`src/rtl/crp_pkg.sv`:
```
`default_nettype none

package crp_pkg;

	typedef enum logic [1:0] {
		CMD_CLEAR     = 2'd0,
		CMD_APPEND    = 2'd1,
		CMD_ADVANCE   = 2'd2,
		CMD_RESET_POS = 2'd3
	} cmd_t;

	localparam logic [1:0] STAT_OK    = 2'd0;
	localparam logic [1:0] STAT_FULL  = 2'd1;
	localparam logic [1:0] STAT_SHORT = 2'd2;

	localparam int NUM_LANES = 6;
	localparam logic [2:0] MAC_LAST = 3'd5;

	typedef enum logic [3:0] {
		ST_IDLE,
		ST_EXEC,
		ST_WRAP,
		ST_DIV,
		ST_IDX,
		ST_T3,
		ST_WGT,
		ST_MAC,
		ST_ROUND,
		ST_DONE
	} fsm_state_t;

	typedef enum logic [3:0] {
		OP_NOP,
		OP_LATCH,
		OP_EXEC,
		OP_WRAP,
		OP_DIV,
		OP_IDX,
		OP_T3,
		OP_WGT,
		OP_MAC,
		OP_ROUND,
		OP_LOAD
	} dp_op_t;

	typedef struct packed {
		dp_op_t     op;
		logic [2:0] cnt;
	} dp_ctrl_t;

	typedef struct packed {
		cmd_t cmd;
		logic few;
		logic div_done;
	} dp_stat_t;

	typedef struct packed {
		logic [1:0]  command;
		logic [31:0] eye_in_x;
		logic [31:0] eye_in_y;
		logic [31:0] eye_in_z;
		logic [31:0] look_in_x;
		logic [31:0] look_in_y;
		logic [31:0] look_in_z;
		logic [17:0] time_delta;
	} req_payload_t;

	typedef struct packed {
		logic [31:0] eye_x;
		logic [31:0] eye_y;
		logic [31:0] eye_z;
		logic [31:0] look_x;
		logic [31:0] look_y;
		logic [31:0] look_z;
		logic [1:0]  status;
		logic [5:0]  segment_index;
		logic [6:0]  points_held;
	} rsp_payload_t;

endpackage

`default_nettype wire

```
`src/rtl/crp_ctrl.sv`:
```
`default_nettype none

module crp_ctrl (
	input  wire logic            clk,
	input  wire logic            arst_n,
	input  wire logic            req_valid,
	output logic                 req_ready,
	output logic                 rsp_valid,
	input  wire logic            rsp_ready,
	input  wire crp_pkg::dp_stat_t stat,
	output crp_pkg::dp_ctrl_t    ctrl
);
	import crp_pkg::*;

	fsm_state_t state_q, state_nxt;
	logic [2:0] cnt_q;
	logic       out_vld_q;
	logic       can_load;

	assign can_load  = !out_vld_q || rsp_ready;
	assign req_ready = (state_q == ST_IDLE);
	assign rsp_valid = out_vld_q;

	always_comb begin
		state_nxt = state_q;
		unique case (state_q)
			ST_IDLE:  if (req_valid) state_nxt = ST_EXEC;
			ST_EXEC:  state_nxt = (stat.cmd == CMD_ADVANCE) ? ST_WRAP : ST_DONE;
			ST_WRAP:  state_nxt = stat.few ? ST_DONE : ST_DIV;
			ST_DIV:   if (stat.div_done) state_nxt = ST_IDX;
			ST_IDX:   state_nxt = ST_T3;
			ST_T3:    state_nxt = ST_WGT;
			ST_WGT:   state_nxt = ST_MAC;
			ST_MAC:   if (cnt_q == MAC_LAST) state_nxt = ST_ROUND;
			ST_ROUND: state_nxt = ST_DONE;
			ST_DONE:  if (can_load) state_nxt = ST_IDLE;
			default:  state_nxt = ST_IDLE;
		endcase
	end

	always_comb begin
		ctrl.cnt = cnt_q;
		ctrl.op  = OP_NOP;
		unique case (state_q)
			ST_IDLE:  if (req_valid) ctrl.op = OP_LATCH;
			ST_EXEC:  ctrl.op = OP_EXEC;
			ST_WRAP:  ctrl.op = OP_WRAP;
			ST_DIV:   ctrl.op = OP_DIV;
			ST_IDX:   ctrl.op = OP_IDX;
			ST_T3:    ctrl.op = OP_T3;
			ST_WGT:   ctrl.op = OP_WGT;
			ST_MAC:   ctrl.op = OP_MAC;
			ST_ROUND: ctrl.op = OP_ROUND;
			ST_DONE:  if (can_load) ctrl.op = OP_LOAD;
			default:  ctrl.op = OP_NOP;
		endcase
	end

	always_ff @(posedge clk or negedge arst_n) begin
		if (!arst_n) begin
			state_q   <= ST_IDLE;
			cnt_q     <= '0;
			out_vld_q <= 1'b0;
		end else begin
			state_q <= state_nxt;
			cnt_q   <= (state_q == ST_MAC) ? cnt_q + 3'd1 : 3'd0;
			if (state_q == ST_DONE && can_load) begin
				out_vld_q <= 1'b1;
			end else if (rsp_ready) begin
				out_vld_q <= 1'b0;
			end
		end
	end

endmodule

`default_nettype wire

```
`config.mk`:
```
export PLATFORM = sky130hd
export DESIGN_NAME = crp_ctrl
export DESIGN_NICKNAME = d
export VERILOG_FILES = /design/src/rtl/crp_pkg.sv /design/src/rtl/crp_ctrl.sv
export SDC_FILE = /design/constraint.sdc
export NUM_CORES = 1
export LEC_CHECK = 0
export BUFFER_PORTS_ARGS = -buffer_cell sky130_fd_sc_hd__clkbuf_2
export CAP_MARGIN = 20
export CORE_AREA = 2 2 39 41
export CTS_CLUSTER_DIAMETER = 40
export DETAILED_ROUTE_END_ITERATION = 10
export DIE_AREA = 0 0 41 43
export SYNTH_ARGS = -nofsm -noshare
export SYNTH_HDL_FRONTEND = slang
export SYNTH_SLANG_ARGS = --single-unit
export TNS_END_PERCENT = 30
```
`constraint.sdc`:
```
create_clock -name clk -period 2.1 [get_ports clk]
set_input_delay 0 -clock clk [delete_from_list [all_inputs] [get_ports clk]]
set_output_delay 0 -clock clk [all_outputs]
set_load 0.02 [all_outputs]
```
# Yosys cells after proc, flatten, opt, wreduce, memory -nomap -nowiden
# Cells that the tools add are included.
# Widths: inputs -> output; s select.
# totals
reg_bits	8
in_bits	8
word_cells	38
out_inout_bits	9
# op_classes
addsub	1
eq_ne	15
reduce_logical	6
mux	13
# op_table
operator	count
$pmux 4 s10	2
$mux 4	7
$eq 4x3->1 const B	4
$eq 4x2->1 const B	2
$eq 4x4->1 const B	2
$ne 2x2->1 const B	4
$eq 4x1->1 const B	1
$logic_not 4->1	1
$reduce_and 4->1	1
$add 3x1->3 const B	1
$eq 3x3->1 const B	1
$mux 1	3
$mux 3	1
$eq 2x2->1 const B	1
$reduce_bool 2->1	1
$logic_and 1x1->1	1
$logic_not 1->1	1
$logic_or 1x1->1	1

# Depth between registers and ports, before layout
# logic_depth
ltp_word	4
mapped_depth	6
depth_no_buf	6

# Worst setup path after synthesis
# Ideal clock, no wire load.
# synth_timing
path_type	register to register
start	register state_q[2]
end	register state_q[0]
stages_incl_launch_ff	6
required_time_ps	2033
arrival_time_ps	1575
slack_ps	458
period_less_slack_ps	1642
setup_ps	67
cell_sequence	dfrtp_1 > buf_6 > or2_0 > buf_2 > a211oi_1 > a21o_1
# synth_between
elab_chain_cells	3
# synth_lines
element	line	text
start: declaration	crp_ctrl.sv:15	fsm_state_t state_q, state_nxt;
start signal: assignment	crp_ctrl.sv:65	state_q <= state_nxt;
$eq 4x3->1 (tied with other cells)	crp_ctrl.sv:26	unique case (state_q)
$ne 2x2->1 (no source line)	-	
$reduce_and 4->1 (no source line)	-	
# Parallel ways exist; a longest one is shown, timed or not.
# A chain may end at the register's enable or synchronous reset.

==> results.tsv <==
stage	metric	value	unit
sta	fin. max-slew vios	0	
sta	max_slew headroom	0.726	
die	row cnt	14	
route	DRT iter0 DRCs	15	
cts	Post-CTS Resized	0	
power	switching pwr	418	µW
cts	CTS tree	done	
global_routing	global route overflow	0	
die	Die Span X	41	µm
placement	gp weighted congestion	0.809	
worst_setup_path	WP data required	2100	ps
worst_setup_path	Critical Path Sink Type	output port	
route	via count	473	
sta	Worst Tran Pin Value	411	ps
yosys	Synth area leader	dfrtp_1	
die	I/O pin total	17	
yosys	most common library cells after synthesis	8 x dfrtp_1, 7 x o21ai_0, 6 x nor2_1	
yosys	most common cell in the netlist	dfrtp_1	
power	pwr dens	1390	nW/µm²
worst_setup_path	startpoint types	register	
yosys	Synth Net Count	70	
sta	Hold Vio Cnt, Final	0	
route	Vias/cell	5.14	
worst_setup_path	critical path's largest stage delay	510	ps
global_routing	All-Layer GR Usage	0.149	
die	Die Height	43	µm
worst_setup_path	crit path cell chain	or2_0 > nor3_1 > a211oi_1 > clkbuf_2	
die	Die ar.	1760	µm²
route	antenna viol nets, final	0	
min_path	Hold Crit Class	input pin to async pin	
yosys	Top FF cell, synth	dfrtp_1	
die	core area	1380	µm²
cells_and_area	nets	88	
route	# DRC	0	
yosys	synth top area cells	dfrtp_1 38%, o21ai_0 6.7%, ha_1 4.8%	
power	overall power	876	µW
worst_setup_path	crit path DAT	1680	ps
global_routing	pin count of the biggest net entering global routing	17	
power	leakage power	0.300	nW
yosys	Netlist cell types	30	
yosys	Yosys reg bits	8	
yosys	Post-synth EDFFs	0	
sta	final setup vio count	0	
worst_setup_path	FF-to-FF path depth	4	
cts	CTS Buf Count	3	
route	DR WL/cell	11.3	µm
sta	RSZ-0062 raised after global routing	false	
power	Max VDD drop	702	µV
yosys	Avg Cell Area, Syn	8.74	µm²
cells_and_area	layout cell share with drive strength beyond 1	0.289	
worst_setup_path	cell family with most CP delay	flip-flops	
worst_setup_path	Max FO, Critical Path	10	
cells_and_area	Fill cells	144	
sta	f_max	594	MHz
power	Comb power frac	0.523	
cells_and_area	Post-Route Utilization	0.457	
cells_and_area	Area Overhead vs Synth	20.5	%
global_routing	first-pass GRT wire length	1810	µm
sta	Final period util	0.801	
placement	port bufs	16	
sta	Tmin final	1680	ps
yosys	Seq/Total Area, Yosys	0.382	
worst_setup_path	Worst path slowest cell	dfrtp_1	
flow_run	Max-Cap Viols	0	
global_routing	vias in the first global route	437	
cts	CTS sink cnt	8	
cts	Worst-path clk slew	60	ps
worst_setup_path	CP Depth	4	
die	Starting Density	0.379	
power	power share of the clock group	0.133	
route	DRT Pass-1 Iters	4	
global_routing	antenna violations before repair	0	
worst_setup_path	Crit Path Class	register to output port	
yosys	Post-synth ARST share	1.00	
run_status	status	finished, final reports clean	
cts	H-tree Lvls	1	
sta	TNS Setup	0	ps
placement	DPL Wire Length	798	µm
power	Sw Ratio	0.478	
yosys	Synth Instances	60	
power	Power Internal	457	µW
route	final wirelength	1040	µm
yosys	post-synth top area share	0.382	
power	Sequential Power Share	0.344	
worst_setup_path	CP Buf/Inv Count	1	
yosys	Syn. warnings	0	
sta	final hold slack	130	ps
yosys	Mapped Area	524	µm²
cts	clock latency on the worst-skew pair	250	ps
cts	CTS Root Cell	clkbuf_4	
cells_and_area	antenna cell count	0	
sta	Final Skew	2.57	ps
cts	clk buf depth	2	
-- state kept, by name (all words and copies together) (netlist names) --
signal,flops
rsp_valid,1
cnt_q,3
state_q,4
-- layer usage --
metal / global-route usage / part of all wire / up-vias
met5: 0 / 0 / -
met4: 0.0667 / 0 / 0
met3: 0.0366 / 0.044 / 0
met2: 0.197 / 0.48 / 13
met1: 0.222 / 0.48 / 212
li1: - / - / 248
-- power groups by stage --
| stage | clock [mW] | combinational [mW] | sequential (mW) |
|---|---|---|---|
| after floorplan | 0 | 0.410 | 0.251 |
| after global placement | 0 | 0.464 | 0.303 |
| after detailed placement | 0 | 0.458 | 0.301 |
| after CTS | 0.124 | 0.462 | 0.299 |
| after global routing | 0.132 | 0.510 | 0.318 |
| final | 0.117 | 0.458 | 0.301 |
-- cell usage in the layout (no fill, tap or decap), types with 2 or more instances in the layout --
master,Yosys,layout
dfrtp_1,8,8
nor3_1,3,3
ha_1,2,2
clkbuf_4,0,3
o21ai_0,7,7
clkbuf_2,0,16
nand2b_1,2,2
nor2_1,6,6
o32ai_1,2,2
nand2_1,4,4
nor2b_1,4,4
-- timing repair --
item | 4_1_cts | 5_1_grt
setup buffers | 0 | 0
endpoints found under the hold margin | 8 | 0
endpoints found under the setup margin | 0 | 0
hold buffers | 1 | 0
-- layout make-up --
| type | count | area [µm²] | area share |
|---|---|---|---|
| Multi-Input combinational cell | 47 | 295 | 0.467 |
| Sequential cell | 8 | 200 | 0.317 |
| Timing Repair Buffer | 17 | 90.1 | 0.143 |
| Clock buffer | 3 | 22.5 | 0.0356 |
| Tap cell | 16 | 20.0 | 0.0317 |
| Inverter | 1 | 3.75 | 0.00594 |
-- through the flow --
stage,cell area (µm²),instances,worst slack (ps)
detailed placement,599,88,539
CTS,632,92,414
finish,632,92,417
global route,632,92,268
global placement,599,88,568
floorplan,524,60,458
-- cell families after synthesis --
logic type | synth area share
fa+ha+maj | 0.0477
xor+xnor | 0.0334
simple gates | 0.258
compound gates | 0.224
buf+inv | 0.0549
flops | 0.382
-- worst paths after layout --
| check | slack [ps] | end | start |
|---|---|---|---|
| setup reg to reg | 480 | state_q[3]$_DFFE_PN0P_ | state_q[3]$_DFFE_PN0P_ |
| hold reg to reg | 500 | cnt_q[0]$_DFF_PN0_ | cnt_q[0]$_DFF_PN0_ |
| min in group clk | 130 | state_q[3]$_DFFE_PN0P_ | rsp_ready |
| setup / recovery | 420 | ctrl[3] | state_q[2]$_DFFE_PN0P_ |
| hold / removal | 130 | cnt_q[0]$_DFF_PN0_ | arst_n |
| max in group asynchronous | 1790 | state_q[2]$_DFFE_PN0P_ | arst_n |
No activity file was read; power rests on OpenSTA's default activity.
